--- src/design/keyed_cache_pin_refcount_evict_unit_defines.svh ---
// ---------------------------------------------------------------------------
// keyed cache assertion macros
// shared assertion forms for the keyed cache with pin and reference count
// ---------------------------------------------------------------------------
`ifndef KEYED_CACHE_PIN_REFCOUNT_EVICT_UNIT_DEFINES_SVH
`define KEYED_CACHE_PIN_REFCOUNT_EVICT_UNIT_DEFINES_SVH

// same-cycle implication, disabled while in reset
`define KCPRE_ASSERT_NOW(label, clk, rst, ante, cons, msg) \
  label: assert property (@(posedge clk) disable iff (rst) (ante) |-> (cons)) \
    else $error(msg);

// next-cycle implication, disabled while in reset
`define KCPRE_ASSERT_NEXT(label, clk, rst, ante, cons, msg) \
  label: assert property (@(posedge clk) disable iff (rst) (ante) |=> (cons)) \
    else $error(msg);

`endif

--- src/design/kcpre_pkg.sv ---
// ---------------------------------------------------------------------------
// kcpre_pkg
// shared codes, field widths and chain types of the keyed cache
// ---------------------------------------------------------------------------
`default_nettype none

package kcpre_pkg;

  localparam int CAPACITY_DEF = 16;
  localparam int KEY_W        = 32;
  localparam int REFS_W       = 16;
  localparam int CMD_W        = 3;

  // operation codes of an input word
  localparam logic [1:0] OP_LOOKUP = 2'd0;
  localparam logic [1:0] OP_INSERT = 2'd1;
  localparam logic [1:0] OP_UPDATE = 2'd2;

  // result status codes
  localparam logic [1:0] ST_DONE    = 2'd0;
  localparam logic [1:0] ST_MISS    = 2'd1;
  localparam logic [1:0] ST_REFUSED = 2'd2;

  // broadcast commands to the cells
  localparam logic [CMD_W-1:0] CMD_NONE    = 3'd0;
  localparam logic [CMD_W-1:0] CMD_WRITE   = 3'd1;
  localparam logic [CMD_W-1:0] CMD_DROP    = 3'd2;
  localparam logic [CMD_W-1:0] CMD_COMPACT = 3'd3;
  localparam logic [CMD_W-1:0] CMD_INSERT  = 3'd4;

  typedef struct packed {
    logic [KEY_W-1:0]  key;
    logic              pin;
    logic [REFS_W-1:0] refs;
  } entry_t;

  typedef struct packed {
    logic   vld;
    entry_t ent;
  } slot_t;

  // command and item held by the controller, seen by every cell
  typedef struct packed {
    logic [CMD_W-1:0] cmd;
    logic             zero_mode;
    entry_t           item;
  } bcast_t;

  // flags of the scan token that walks the chain oldest to newest
  typedef struct packed {
    logic              active;
    logic              match;
    logic              mpin;
    logic [REFS_W-1:0] mrefs;
    logic              tfound;
  } probe_t;

endpackage

`default_nettype wire

--- src/design/kcpre_cell.sv ---
// ---------------------------------------------------------------------------
// kcpre_cell
// one slot of the age-ordered chain with its stage of the scan token
// ---------------------------------------------------------------------------
`default_nettype none

module kcpre_cell
  import kcpre_pkg::*;
#(
  parameter int CAPACITY = CAPACITY_DEF,
  parameter int INDEX    = 0
) (
  input  logic                           clk,
  input  logic                           rst,
  input  bcast_t                         bc,
  input  logic [$clog2(CAPACITY)-1:0]    sel_idx,
  input  logic                           lower_vld,
  input  slot_t                          upper,
  output slot_t                          slot,
  input  probe_t                         probe_in,
  input  logic [$clog2(CAPACITY)-1:0]    midx_in,
  input  logic [$clog2(CAPACITY)-1:0]    tidx_in,
  input  logic [$clog2(CAPACITY+1)-1:0]  zcnt_in,
  output probe_t                         probe_out,
  output logic [$clog2(CAPACITY)-1:0]    midx_out,
  output logic [$clog2(CAPACITY)-1:0]    tidx_out,
  output logic [$clog2(CAPACITY+1)-1:0]  zcnt_out
);

  localparam int IW = $clog2(CAPACITY);
  localparam int CW = $clog2(CAPACITY + 1);
  localparam logic [IW-1:0] MY_IDX = IW'(INDEX);

  logic          vld;
  logic          vld_next;
  entry_t        ent;
  entry_t        ent_next;
  logic          act;
  probe_t        probe;
  probe_t        probe_next;
  logic [IW-1:0] midx;
  logic [IW-1:0] midx_next;
  logic [IW-1:0] tidx;
  logic [IW-1:0] tidx_next;
  logic [CW-1:0] zcnt;
  logic [CW-1:0] zcnt_next;

  logic sel;
  logic zero_hit;
  logic ref_hit;
  logic key_eq;

  assign sel      = (sel_idx == MY_IDX);
  assign zero_hit = vld & ~ent.pin & (ent.refs == '0);
  assign ref_hit  = vld & ~ent.pin & (ent.refs != '0);
  assign key_eq   = vld & (ent.key == bc.item.key);

  always_comb begin
    vld_next = vld;
    ent_next = ent;
    case (bc.cmd)
      CMD_WRITE: begin
        if (sel) begin
          ent_next.pin  = bc.item.pin;
          ent_next.refs = bc.item.refs;
        end
      end
      CMD_DROP: begin
        if (bc.zero_mode ? zero_hit : (ref_hit & sel)) begin
          vld_next = 1'b0;
        end
      end
      CMD_COMPACT: begin
        // a hole pulls in the slot above; a slot whose lower neighbour is a hole gives itself away
        if (!vld) begin
          vld_next = upper.vld;
          ent_next = upper.ent;
        end else if (!lower_vld) begin
          vld_next = 1'b0;
        end
      end
      CMD_INSERT: begin
        if (sel) begin
          vld_next = 1'b1;
          ent_next = bc.item;
        end
      end
      default: begin
      end
    endcase
  end

  always_comb begin
    probe_next = probe_in;
    midx_next  = midx_in;
    tidx_next  = tidx_in;
    zcnt_next  = zcnt_in;
    // later cells are newer, so a later match overrides
    if (key_eq) begin
      probe_next.match = 1'b1;
      probe_next.mpin  = ent.pin;
      probe_next.mrefs = ent.refs;
      midx_next        = MY_IDX;
    end
    if (zero_hit) begin
      zcnt_next = zcnt_in + CW'(1);
    end
    if (ref_hit && !probe_in.tfound) begin
      probe_next.tfound = 1'b1;
      tidx_next         = MY_IDX;
    end
  end

  always_ff @(posedge clk) begin
    if (rst) begin
      vld <= 1'b0;
      act <= 1'b0;
    end else begin
      vld <= vld_next;
      act <= probe_in.active;
    end
  end

  always_ff @(posedge clk) begin
    ent   <= ent_next;
    probe <= probe_next;
    midx  <= midx_next;
    tidx  <= tidx_next;
    zcnt  <= zcnt_next;
  end

  always_comb begin
    probe_out        = probe;
    probe_out.active = act;
  end

  assign slot     = '{vld: vld, ent: ent};
  assign midx_out = midx;
  assign tidx_out = tidx;
  assign zcnt_out = zcnt;

endmodule

`default_nettype wire

--- src/design/kcpre_ctrl.sv ---
// ---------------------------------------------------------------------------
// kcpre_ctrl
// sequencer: launches scan tokens, issues cell commands, forms results
// ---------------------------------------------------------------------------
`default_nettype none

module kcpre_ctrl
  import kcpre_pkg::*;
#(
  parameter int CAPACITY = CAPACITY_DEF
) (
  input  logic                           clk,
  input  logic                           rst,
  input  logic                           start,
  output logic                           busy,
  input  logic [1:0]                     op,
  input  logic [KEY_W-1:0]               entry_key,
  input  logic                           pin_flag,
  input  logic [REFS_W-1:0]              ref_count,
  output bcast_t                         bc,
  output logic [$clog2(CAPACITY)-1:0]    sel_idx,
  output probe_t                         launch,
  input  probe_t                         last,
  input  logic [$clog2(CAPACITY)-1:0]    last_midx,
  input  logic [$clog2(CAPACITY)-1:0]    last_tidx,
  input  logic [$clog2(CAPACITY+1)-1:0]  last_zcnt,
  output logic                           done,
  output logic                           hit,
  output logic [1:0]                     result_status,
  output logic                           found_pinned,
  output logic [REFS_W-1:0]              found_refs,
  output logic [$clog2(CAPACITY+1)-1:0]  evicted_total,
  output logic [$clog2(CAPACITY+1)-1:0]  occupancy_now
);

  localparam int IW = $clog2(CAPACITY);
  localparam int CW = $clog2(CAPACITY + 1);
  localparam logic [CW-1:0] FULL = CW'(CAPACITY);

  localparam logic [1:0] S_IDLE    = 2'd0;
  localparam logic [1:0] S_SCAN    = 2'd1;
  localparam logic [1:0] S_DROP    = 2'd2;
  localparam logic [1:0] S_COMPACT = 2'd3;

  logic [1:0]       state;
  logic [1:0]       state_next;
  logic [CMD_W-1:0] cmd;
  logic [CMD_W-1:0] cmd_next;
  logic             zero_mode;
  logic             zero_mode_next;
  entry_t           item;
  entry_t           item_next;
  logic [IW-1:0]    idx;
  logic [IW-1:0]    idx_next;
  logic [1:0]       op_q;
  logic [1:0]       op_next;
  logic             launch_act;
  logic             launch_next;
  logic [CW-1:0]    occ;
  logic [CW-1:0]    occ_next;
  logic [CW-1:0]    evict;
  logic [CW-1:0]    evict_next;
  logic             done_next;
  logic             hit_next;
  logic [1:0]       status_next;
  logic             fpin_next;
  logic [REFS_W-1:0] frefs_next;

  always_comb begin
    state_next     = state;
    cmd_next       = CMD_NONE;
    zero_mode_next = zero_mode;
    item_next      = item;
    idx_next       = idx;
    op_next        = op_q;
    launch_next    = 1'b0;
    occ_next       = occ;
    evict_next     = evict;
    done_next      = 1'b0;
    hit_next       = 1'b0;
    status_next    = ST_DONE;
    fpin_next      = 1'b0;
    frefs_next     = '0;
    case (state)
      S_IDLE: begin
        if (start) begin
          op_next    = op;
          item_next  = '{key: entry_key, pin: pin_flag, refs: ref_count};
          evict_next = '0;
          case (op)
            OP_LOOKUP, OP_UPDATE: begin
              launch_next = 1'b1;
              state_next  = S_SCAN;
            end
            OP_INSERT: begin
              if (occ == FULL) begin
                launch_next = 1'b1;
                state_next  = S_SCAN;
              end else begin
                cmd_next  = CMD_INSERT;
                idx_next  = occ[IW-1:0];
                occ_next  = occ + CW'(1);
                done_next = 1'b1;
              end
            end
            default: begin
              done_next = 1'b1;
            end
          endcase
        end
      end
      S_SCAN: begin
        if (last.active) begin
          if (op_q == OP_INSERT) begin
            if (last_zcnt != '0) begin
              cmd_next       = CMD_DROP;
              zero_mode_next = 1'b1;
              evict_next     = last_zcnt;
              occ_next       = occ - last_zcnt;
              state_next     = S_DROP;
            end else if (last.tfound) begin
              cmd_next       = CMD_DROP;
              zero_mode_next = 1'b0;
              idx_next       = last_tidx;
              evict_next     = CW'(1);
              occ_next       = occ - CW'(1);
              state_next     = S_DROP;
            end else begin
              status_next = ST_REFUSED;
              done_next   = 1'b1;
              state_next  = S_IDLE;
            end
          end else begin
            done_next  = 1'b1;
            state_next = S_IDLE;
            if (last.match) begin
              hit_next = 1'b1;
              if (op_q == OP_UPDATE) begin
                cmd_next   = CMD_WRITE;
                idx_next   = last_midx;
                fpin_next  = item.pin;
                frefs_next = item.refs;
              end else begin
                fpin_next  = last.mpin;
                frefs_next = last.mrefs;
              end
            end else begin
              status_next = ST_MISS;
            end
          end
        end
      end
      S_DROP: begin
        // the drop lands at the end of this state; the token now times the compaction
        cmd_next    = CMD_COMPACT;
        launch_next = 1'b1;
        state_next  = S_COMPACT;
      end
      S_COMPACT: begin
        cmd_next = CMD_COMPACT;
        if (last.active) begin
          cmd_next   = CMD_INSERT;
          idx_next   = occ[IW-1:0];
          occ_next   = occ + CW'(1);
          done_next  = 1'b1;
          state_next = S_IDLE;
        end
      end
      default: begin
        state_next = S_IDLE;
      end
    endcase
  end

  always_ff @(posedge clk) begin
    if (rst) begin
      state      <= S_IDLE;
      cmd        <= CMD_NONE;
      launch_act <= 1'b0;
      occ        <= '0;
      done       <= 1'b0;
    end else begin
      state      <= state_next;
      cmd        <= cmd_next;
      launch_act <= launch_next;
      occ        <= occ_next;
      done       <= done_next;
    end
  end

  always_ff @(posedge clk) begin
    zero_mode <= zero_mode_next;
    item      <= item_next;
    idx       <= idx_next;
    op_q      <= op_next;
    evict     <= evict_next;
    if (done_next) begin
      hit           <= hit_next;
      result_status <= status_next;
      found_pinned  <= fpin_next;
      found_refs    <= frefs_next;
      evicted_total <= evict_next;
      occupancy_now <= occ_next;
    end
  end

  assign busy    = (state != S_IDLE);
  assign bc      = '{cmd: cmd, zero_mode: zero_mode, item: item};
  assign sel_idx = idx;
  assign launch  = '{active: launch_act, match: 1'b0, mpin: 1'b0, mrefs: '0, tfound: 1'b0};

endmodule

`default_nettype wire

--- src/design/keyed_cache_pin_refcount_evict_unit.sv ---
// results: unused op and insert into a store with room show the result in the cycle after accept;
//   lookup, update and refused insert take one scan token pass;
//   insert into a full store takes a scan pass, a drop, a compaction pass and a write
// throughput: one word at a time; the next word may start in the cycle its result is shown
// reset: synchronous; clears the slot valid bits, occupancy and control, no clearing pass;
//   the result strobe done lasts one cycle and cannot be stalled by the receiver
// ---------------------------------------------------------------------------
// keyed_cache_pin_refcount_evict_unit
// fully associative keyed store in age order, with pinning, reference counts
// and eviction on insert into a full store, built as a chain of slot cells
// ---------------------------------------------------------------------------
`default_nettype none

`include "keyed_cache_pin_refcount_evict_unit_defines.svh"

module keyed_cache_pin_refcount_evict_unit
  import kcpre_pkg::*;
#(
  parameter int CAPACITY = CAPACITY_DEF
) (
  input  logic                           clk,
  input  logic                           rst,
  input  logic                           start,
  output logic                           busy,
  input  logic [1:0]                     op,
  input  logic [KEY_W-1:0]               entry_key,
  input  logic                           pin_flag,
  input  logic [REFS_W-1:0]              ref_count,
  output logic                           done,
  output logic                           hit,
  output logic [1:0]                     result_status,
  output logic                           found_pinned,
  output logic [REFS_W-1:0]              found_refs,
  output logic [$clog2(CAPACITY+1)-1:0]  evicted_total,
  output logic [$clog2(CAPACITY+1)-1:0]  occupancy_now
);

  localparam int IW = $clog2(CAPACITY);
  localparam int CW = $clog2(CAPACITY + 1);

  // slot 0 holds the oldest entry; valid slots are packed from slot 0 upwards outside a drop and its compaction
  bcast_t        bc;
  logic [IW-1:0] sel_idx;
  slot_t         slots [CAPACITY];

  // scan token chain: stage 0 is the controller's launch, the last stage returns to it
  probe_t        probes [CAPACITY+1];
  logic [IW-1:0] midx   [CAPACITY+1];
  logic [IW-1:0] tidx   [CAPACITY+1];
  logic [CW-1:0] zcnt   [CAPACITY+1];

  kcpre_ctrl #(
    .CAPACITY (CAPACITY)
  ) u_ctrl (
    .clk           (clk),
    .rst           (rst),
    .start         (start),
    .busy          (busy),
    .op            (op),
    .entry_key     (entry_key),
    .pin_flag      (pin_flag),
    .ref_count     (ref_count),
    .bc            (bc),
    .sel_idx       (sel_idx),
    .launch        (probes[0]),
    .last          (probes[CAPACITY]),
    .last_midx     (midx[CAPACITY]),
    .last_tidx     (tidx[CAPACITY]),
    .last_zcnt     (zcnt[CAPACITY]),
    .done          (done),
    .hit           (hit),
    .result_status (result_status),
    .found_pinned  (found_pinned),
    .found_refs    (found_refs),
    .evicted_total (evicted_total),
    .occupancy_now (occupancy_now)
  );

  // accumulators enter the chain cleared
  assign midx[0] = '0;
  assign tidx[0] = '0;
  assign zcnt[0] = '0;

  for (genvar i = 0; i < CAPACITY; i++) begin : g_cell
    slot_t upper_in;
    logic  lower_in;

    // above the newest slot there is only empty space
    if (i == CAPACITY - 1) begin : g_top
      assign upper_in = '0;
    end else begin : g_mid
      assign upper_in = slots[i+1];
    end

    // below the oldest slot counts as occupied, so slot 0 never gives itself away
    if (i == 0) begin : g_bottom
      assign lower_in = 1'b1;
    end else begin : g_low
      assign lower_in = slots[i-1].vld;
    end

    kcpre_cell #(
      .CAPACITY (CAPACITY),
      .INDEX    (i)
    ) u_cell (
      .clk       (clk),
      .rst       (rst),
      .bc        (bc),
      .sel_idx   (sel_idx),
      .lower_vld (lower_in),
      .upper     (upper_in),
      .slot      (slots[i]),
      .probe_in  (probes[i]),
      .midx_in   (midx[i]),
      .tidx_in   (tidx[i]),
      .zcnt_in   (zcnt[i]),
      .probe_out (probes[i+1]),
      .midx_out  (midx[i+1]),
      .tidx_out  (tidx[i+1]),
      .zcnt_out  (zcnt[i+1])
    );
  end

  // a result is only shown once the sequencer is back at rest
  `KCPRE_ASSERT_NOW(a_done_idle, clk, rst, done, !busy, "result shown while busy")

  // a lookup always needs a scan pass, so it cannot finish at once
  `KCPRE_ASSERT_NEXT(a_lookup_scans, clk, rst,
    start && !busy && (op == OP_LOOKUP), busy && !done, "lookup skipped scan")

  // a refused insert evicts nothing and leaves the store full
  `KCPRE_ASSERT_NOW(a_refused_full, clk, rst,
    done && (result_status == ST_REFUSED),
    (evicted_total == '0) && (occupancy_now == CW'(CAPACITY)),
    "refused insert inconsistent")

  // occupancy never passes the capacity, and a hit always reports done
  `KCPRE_ASSERT_NOW(a_occ_hit, clk, rst, done,
    (occupancy_now <= CW'(CAPACITY)) && (!hit || (result_status == ST_DONE)),
    "bad occupancy or hit status")

endmodule

`default_nettype wire
--- config.mk ---
export PLATFORM = sky130hd
export DESIGN_NAME = keyed_cache_pin_refcount_evict_unit
export DESIGN_NICKNAME = d
export VERILOG_FILES = /design/src/design/kcpre_pkg.sv /design/src/design/kcpre_cell.sv /design/src/design/kcpre_ctrl.sv /design/src/design/keyed_cache_pin_refcount_evict_unit.sv
export VERILOG_INCLUDE_DIRS = /design/src /design/src/design
export SDC_FILE = /design/constraint.sdc
export NUM_CORES = 2
export LEC_CHECK = 0
export BUFFER_PORTS_ARGS = -buffer_cell sky130_fd_sc_hd__buf_2
export CAP_MARGIN = 15
export CORE_MARGIN = 4
export CORE_UTILIZATION = 30
export DETAILED_ROUTE_END_ITERATION = 6
export PLACE_DENSITY = 0.5
export SLEW_MARGIN = 20
export SYNTH_ARGS = -nofsm -noshare
export SYNTH_HDL_FRONTEND = slang
export SYNTH_SLANG_ARGS = --single-unit
--- constraint.sdc ---
create_clock -name clk -period 5.8 [get_ports clk]
set_clock_uncertainty 0.15 [all_clocks]
set_input_delay 1.45 -clock clk [delete_from_list [all_inputs] [get_ports clk]]
set_output_delay 1.45 -clock clk [all_outputs]
set_load 0.01 [all_outputs]
## Word-level counts from Yosys, hierarchy flattened

Cells that the tools add are included.

- Register bits: 1,397
- Input port bits: 54
- Output and inout bits: 32
- Word-level logic and storage cells: 848

- Add/sub/neg operators: 18
- Equal/unequal tests: 118
- Multiplexer cells: 277
- Bitwise operators: 99
- Reductions and logical operators: 128

Operator list:

| cell | number |
|---|---|
| 49-bit 2-to-1 mux | 32 |
| 32-bit one-hot mux with 2 select lines | 16 |
| 17-bit one-hot mux with 3 select lines | 16 |
| 17-bit 2-to-1 mux | 31 |
| 32-bit equality test | 16 |
| 16-bit zero test | 16 |
| 16-bit nonzero test | 16 |
| 5-bit 2-to-1 mux | 27 |
| 2-bit by 1-bit != test with 1-bit output, second input constant | 50 |
| 1-bit 2-to-1 mux | 97 |
| 3-bit AND reduction | 32 |
| 1-bit bitwise AND | 80 |
| 5-bit by 1-bit adder with 5-bit output, second input constant | 15 |
| 4-bit AND reduction | 17 |
| 1-bit one-hot mux with 3 select lines | 17 |
| 4-bit 2-to-1 mux | 10 |
| 2-bit != test, second input constant | 19 |
| 4-bit equality test, second input constant | 8 |
| 2-bit 2-to-1 mux | 12 |
| 3-bit 2-to-1 mux | 8 |
| 1-bit inverter | 19 |
| 18-bit 2-to-1 mux | 1 |
| 4-bit by 3-bit equality test with 1-bit output, second input constant | 4 |
| 16-bit 2-to-1 mux | 1 |
| 34 further kinds | 80 |

## Logic depth before layout (Yosys ltp)

- Word-level depth: 7
- Mapped depth: 10
- Mapped depth without buffers: 10

## Modules after synthesis

From an unflattened synthesis, not the netlist that was laid out.

- Cells, all modules: 4,294
- Area total of the unflattened synthesis: 63,460.9 um2

By module, submodules not included:

| module | instances | cells each | area an instance (um2) | seq. area each (um2) |
|---|---|---|---|---|
| kcpre_cell at g_cell[0].u_cell ... | 5 | 249 | 3,688.5 | 2,152.1 |
| kcpre_cell at g_cell[10].u_cell ... | 4 | 249 | 3,698.5 | 2,152.1 |
| kcpre_cell at g_cell[1].u_cell ... | 4 | 246 | 3,686.0 | 2,152.1 |
| kcpre_cell at g_cell[12].u_cell ... | 2 | 248 | 3,701.0 | 2,152.1 |
| kcpre_ctrl | 1 | 322 | 4,385.5 | 2,922.8 |
| kcpre_cell at g_cell[15].u_cell | 1 | 249 | 3,684.8 | 2,152.1 |
| keyed_cache_pin_refcount_evict_unit | 1 | 2 | 7.5 | 0.0 |

## Worst setup path before layout

No wires, ideal clock.

- Kind: reg-to-reg
- Start: reg u_ctrl.cmd[0]
- End: reg g_cell[15].u_cell.ent (netlist bit g_cell[15].u_cell.slot[17]), enable pin
- Library setup time: 0.470 ns
- Data arrival time: 3.853 ns
- Data required time: 5.180 ns
- Setup slack: 1.327 ns
- Cell stages (with the launch flop): 6
- Buffers on the path: 2
- Cell sequence: dfxtp_1 clkbuf_1 nor3b_1 clkbuf_1 nor2_1 a211oi_1

- Longest elaborated chain between the ends: 3

Ends and longest elaborated chain:

| element | line | text |
|---|---|---|
| start, declared | kcpre_ctrl.sv:47 | `logic [CMD_W-1:0] cmd;` |
| start signal, assigned | kcpre_ctrl.sv:184 | `cmd <= cmd_next;` |
| 3-bit by 2-bit equality test with 1-bit output or 3-bit equality test (tied branches) | kcpre_cell.sv:61 | `case (bc.cmd)` |
| 2-bit != test (no source line) (tied with other cells) | - |  |
| 3-bit AND reduction (no source line) * | - |  |
| end signal, assigned | kcpre_cell.sv:125 | `ent <= ent_next;` |
| end, declared | kcpre_cell.sv:36 | `entry_t ent;` |

Every way passes the cells marked *; elsewhere a longest branch is shown, timed or not.
A chain may end at the register's enable or synchronous reset.

==> results.md <==
Timing:
- The relative slew slack is between 20% and 30%.
- Counting I/O delays and the setup requirement, the final critical path takes 3.74 ns.
- For the final routed database, the setup TNS stands at 0 ns.
- The transition at the pin with the smallest max-transition slack is between 1 and 1.5 ns.
- The final-report hold violation count was 0.
- The worst-case hold slack is between 0.2 and 0.3 ns.
- The count of final max-slew check failures is 0.
- Setup violations remaining at the end of the flow were counted as 0.
- The final worst-path cycle share is between 60% and 70%.
- The setup slack of the critical path after layout is ~2.1 ns.
- For this run, the top clock speed supported by timing is between 0.2 and 0.3 GHz.
- Setup repair after global routing left no endpoint under its margin.

Logic synthesis:
- The number of instances in the synthesized netlist is 4309.
- The average size of a mapped cell is about 14 sq um.
- After synthesis, flip-flops and latches occupy ~62% of the total area.
- The leading cell type by number of instances after synthesis is sky130_fd_sc_hd__edfxtp_1.
- After synthesis, the share of flip-flops with an asynchronous set or reset is 0%.
- The net count after synthesis is between 4000 and 5000.
- In this run the biggest area consumer among cell types represents around 44% of the synthesized area.
- By count the netlist is led by sky130_fd_sc_hd__edfxtp_1, sky130_fd_sc_hd__a21o_1, sky130_fd_sc_hd__dfxtp_1.
- The cell type contributing the most total cell area after synthesis is sky130_fd_sc_hd__edfxtp_1.
- Yosys attributes the largest share of cell area to sky130_fd_sc_hd__edfxtp_1, sky130_fd_sc_hd__dfxtp_1, sky130_fd_sc_hd__a21o_1, sky130_fd_sc_hd__xnor2_1, sky130_fd_sc_hd__mux2_4.
- For this run, the leading register cell type out of synthesis is sky130_fd_sc_hd__edfxtp_1.
- The number of register bits inferred by synthesis is about 1400.
- The unique cell type count in the Yosys netlist is just under 70.
- Yosys mapped a number of flops with a built-in enable equal to slightly below 900.
- The number of warnings issued by yosys is 0.
- The total standard cell area after synthesis is around 0.059 sq mm.

Route:
- The total wire length after detailed routing is 165000 microns.
- The post-route antenna net violation count is 0.
- The post-route DRC violation count is 0.
- The routed via count divided by cell count is between 4 and 5.
- The detailed router placed about 34000 vias in this run.
- The starting DRC count in detailed routing is a little under 3000.
- Dividing the detail-routed wire length by the instance count gives between 20 and 25 microns.
- The pre-antenna-repair detailed-routing pass consisted of 6 iterations.

Clocking:
- The H-tree generated during clock tree synthesis spans 4 levels.
- Clock tree synthesis inserted a total of 150 buffers.
- The clock tree from TritonCTS is built.
- Clock latency on the worst-skew pair, taken at its later pin, is 0.78 ns.
- The total of hold buffers inserted after clock tree synthesis is 0.
- In this run the deepest clock path goes through 3 buffers.
- The number of instances resized during post-cts repair is 0.
- The number of buffers inserted to repair setup after CTS is 0.
- The clock sink count is 1391.
- The cell sitting at the root of the clock tree is a sky130_fd_sc_hd__clkbuf_16.
- After clock tree synthesis, the clock-pin slew on the worst setup and hold paths is 0.06 ns.

Cells and area:
- The number of fillers in the final layout is roughly 19000.
- The growth of design area from synthesis to finish is 13.3%.
- The count of cells in the finished layout, fillers not included, comes to 7059.
- The layout cell share with drive strength beyond 1 is around 17%.
- The finished cells cover 0.0665 sq mm.
- The final core utilization is between 30% and 40%.
- In the final design database the tool counted 4386 nets.

Place:
- The post-placement setup slack is between 2 and 2.5 ns.
- The number of buffer cells added on primary ports is 85.
- The half-perimeter wire length after placement is between 100000 and 150000 microns.
- Summing all placed instances gives a cell area of a little over 0.06 sq mm.
- The number of placed instances with taps included is a little under 7000.
- At the end of routability-driven placement, the weighted congestion stood at about 0.84.

Setup path:
- In this run the worst setup path terminates at g_cell[14].u_cell.probe_out[16]$_DFF_P_.
- For the worst setup path, the data arrival time is ~4.2 ns.
- STA classifies the critical path startpoint as a flip-flop.
- Of all nets on the critical path, the largest fanout is 22.
- The depth of the worst register-to-register path is 7.
- The most critical setup path has its startpoint at u_ctrl.bc[45]$_DFFE_PP_.
- The critical path is of the flip-flop to flip-flop type.
- The startpoint of the most critical register-to-register path is u_ctrl.bc[45]$_DFFE_PP_.
- The endpoint identified for the worst register-to-register timing path is g_cell[14].u_cell.probe_out[16]$_DFF_P_.
- The worst register-to-register path has a setup slack of approximately 2.1 ns.
- STA puts the critical path data required time at between 6 and 7 ns.
- The critical path capture point type is a flip-flop.

Global routing:
- Summed over all layers, the global routing overflow is 0.
- The number of global-route vias before repair is approximately 36000.
- The number of antenna violations at the first check in global routing came to 2.
- The first global-routing pass estimated about 240000 microns of wire.
- In the global route stage, overall resource usage came out at 15.9%.
- The pin count of the biggest net entering global routing is 201.

Worst hold path:
- Counting instances, the worst hold path has a depth of 1.
- The path class of the tightest hold or removal check is flip-flop to flip-flop.

Die:
- The area of the core region is ~0.19 sq mm.
- The initial utilization of the core area, before any placement, comes to between 30% and 40%.
- The die area is between 0.2 and 0.25 sq mm.
- The top-level port count is 86.
- The floorplan has between 150 and 200 rows.
- Measured along the y axis, the die boundary spans ~450 microns.
- The die span in x is 450 microns.

Power:
- The static leakage power is ~27 nW.
- The total power is 21.3 mW.
- Dividing total power by cell area gives a power density of 320 mW/mm^2.
- The worst supply voltage drop on vdd is around 0.24 mV.

Flow run:
- The max-cap violation count is 0.

Run status:
- The flow ran to the end, and the final reports show no timing, DRC or antenna violations.
cell type report:
class                   instances  area (sq um)  area share (%)
clock buffers                 225          4560            6.85
diodes                          2          5.00         0.00752
well taps                    2624          3280            4.93
inverters                      24          91.3           0.137
flip-flops and latches       1391         36600            54.9
repair buffers                176          1150            1.72
clock inverters                49           407           0.611
multi-input cells            2568         20500            30.8
per-layer routing:
layer	vias up	track usage, %	part of all wire [%]
met1	17700	22.3	46
met5	-	0	0
met3	207	2.59	5.4
met2	898	25.8	47
met4	0	3.82	1.8
li1	15700	-	-
registers in the layout (all words and copies together) (netlist names), 16 cells and up, named ones only:
name and flops:
g_cell.u_cell.slot 784, g_cell.u_cell.probe_out 304, g_cell.u_cell.zcnt_out 70, g_cell.u_cell.midx_out 49, g_cell.u_cell.tidx_out 49, u_ctrl.bc 49, g_cell.u_cell.act 16, g_cell.u_cell.vld 16
u_ctrl.found_refs 16
kinds of logic after synthesis:
family                     after synthesis  share of synthesized area (%)
xor gates and xnor gates               568                           8.47
adders and majority gates               21                          0.460
DFF                                   1391                           62.3
and+or+nand+nor                        783                           7.82
buffers and inverters                  350                           3.14
muxes                                  301                           6.67
AOI/OAI and AO/OA                      895                           11.2
layout by cell type (no fill, tap or decap), types with 14 or more instances in the layout:
| master | instances |
|---|---|
| sky130_fd_sc_hd__nor2_4 | 14 |
| sky130_fd_sc_hd__mux2_4 | 150 |
| sky130_fd_sc_hd__nand2b_1 | 81 |
| sky130_fd_sc_hd__nor2_1 | 61 |
| sky130_fd_sc_hd__mux2i_1 | 30 |
| sky130_fd_sc_hd__inv_1 | 23 |
| sky130_fd_sc_hd__clkinv_2 | 19 |
| sky130_fd_sc_hd__a21oi_1 | 48 |
| sky130_fd_sc_hd__o21ai_1 | 14 |
| sky130_fd_sc_hd__buf_2 | 85 |
| sky130_fd_sc_hd__mux2_2 | 120 |
| sky130_fd_sc_hd__buf_4 | 88 |
| sky130_fd_sc_hd__o311ai_0 | 14 |
| sky130_fd_sc_hd__edfxtp_1 | 870 |
| sky130_fd_sc_hd__xnor2_1 | 346 |
| sky130_fd_sc_hd__nor3b_1 | 16 |
| sky130_fd_sc_hd__nor2b_1 | 48 |
| sky130_fd_sc_hd__clkbuf_1 | 41 |
| sky130_fd_sc_hd__clkbuf_8 | 18 |
| sky130_fd_sc_hd__o21ai_0 | 19 |
| sky130_fd_sc_hd__and2_1 | 79 |
| sky130_fd_sc_hd__clkbuf_16 | 166 |
| sky130_fd_sc_hd__nand4_1 | 128 |
| sky130_fd_sc_hd__nand2_1 | 96 |
| sky130_fd_sc_hd__ha_1 | 20 |
| sky130_fd_sc_hd__or2_2 | 30 |
| sky130_fd_sc_hd__a22o_1 | 14 |
| sky130_fd_sc_hd__xor2_1 | 222 |
| sky130_fd_sc_hd__dfxtp_1 | 521 |
| sky130_fd_sc_hd__nand3_1 | 26 |
| sky130_fd_sc_hd__nand3b_1 | 16 |
| sky130_fd_sc_hd__a21o_1 | 738 |
| sky130_fd_sc_hd__nor4_1 | 131 |
power by group:
| group | total (mW) | internal (mW) | switching (mW) |
|---|---|---|---|
| sequential | 10.7 | 10.6 | 0.0785 |
| combinational | 0.975 | 0.347 | 0.628 |
| clock | 9.65 | 5.62 | 4.03 |
worst min-delay path by stage:
| stage | from | slack (ns) | to |
|---|---|---|---|
| 2_1_floorplan | g_cell[0].u_cell.probe_out[0]$_DFF_P_ | 0.23 | g_cell[1].u_cell.tidx_out[0]$_DFF_P_ |
| 3_3_place_gp | g_cell[0].u_cell.probe_out[0]$_DFF_P_ | 0.24 | g_cell[1].u_cell.tidx_out[0]$_DFF_P_ |
| 3_5_place_dp | g_cell[11].u_cell.midx_out[2]$_SDFF_PP0_ | 0.25 | g_cell[12].u_cell.midx_out[2]$_SDFF_PP1_ |
| 4_1_cts | g_cell[6].u_cell.midx_out[2]$_SDFF_PP1_ | 0.25 | g_cell[7].u_cell.midx_out[2]$_SDFF_PP1_ |
| 5_1_grt | g_cell[14].u_cell.probe_out[18]$_SDFF_PP1_ | 0.27 | g_cell[15].u_cell.probe_out[18]$_SDFF_PP1_ |
| 6_report | g_cell[6].u_cell.midx_out[2]$_SDFF_PP1_ | 0.25 | g_cell[7].u_cell.midx_out[2]$_SDFF_PP1_ |
critical path: stages, from the launching register on:
cell	delay [ns]
sky130_fd_sc_hd__edfxtp_1	0.71
sky130_fd_sc_hd__xnor2_1	0.44
sky130_fd_sc_hd__nand4_1	0.17
sky130_fd_sc_hd__nor4_1	0.77
sky130_fd_sc_hd__nand4_1	0.15
sky130_fd_sc_hd__or4_1	0.56
sky130_fd_sc_hd__buf_4	0.27
sky130_fd_sc_hd__mux2_4	0.35
Note: power is estimated with default switching activity, not from simulation.
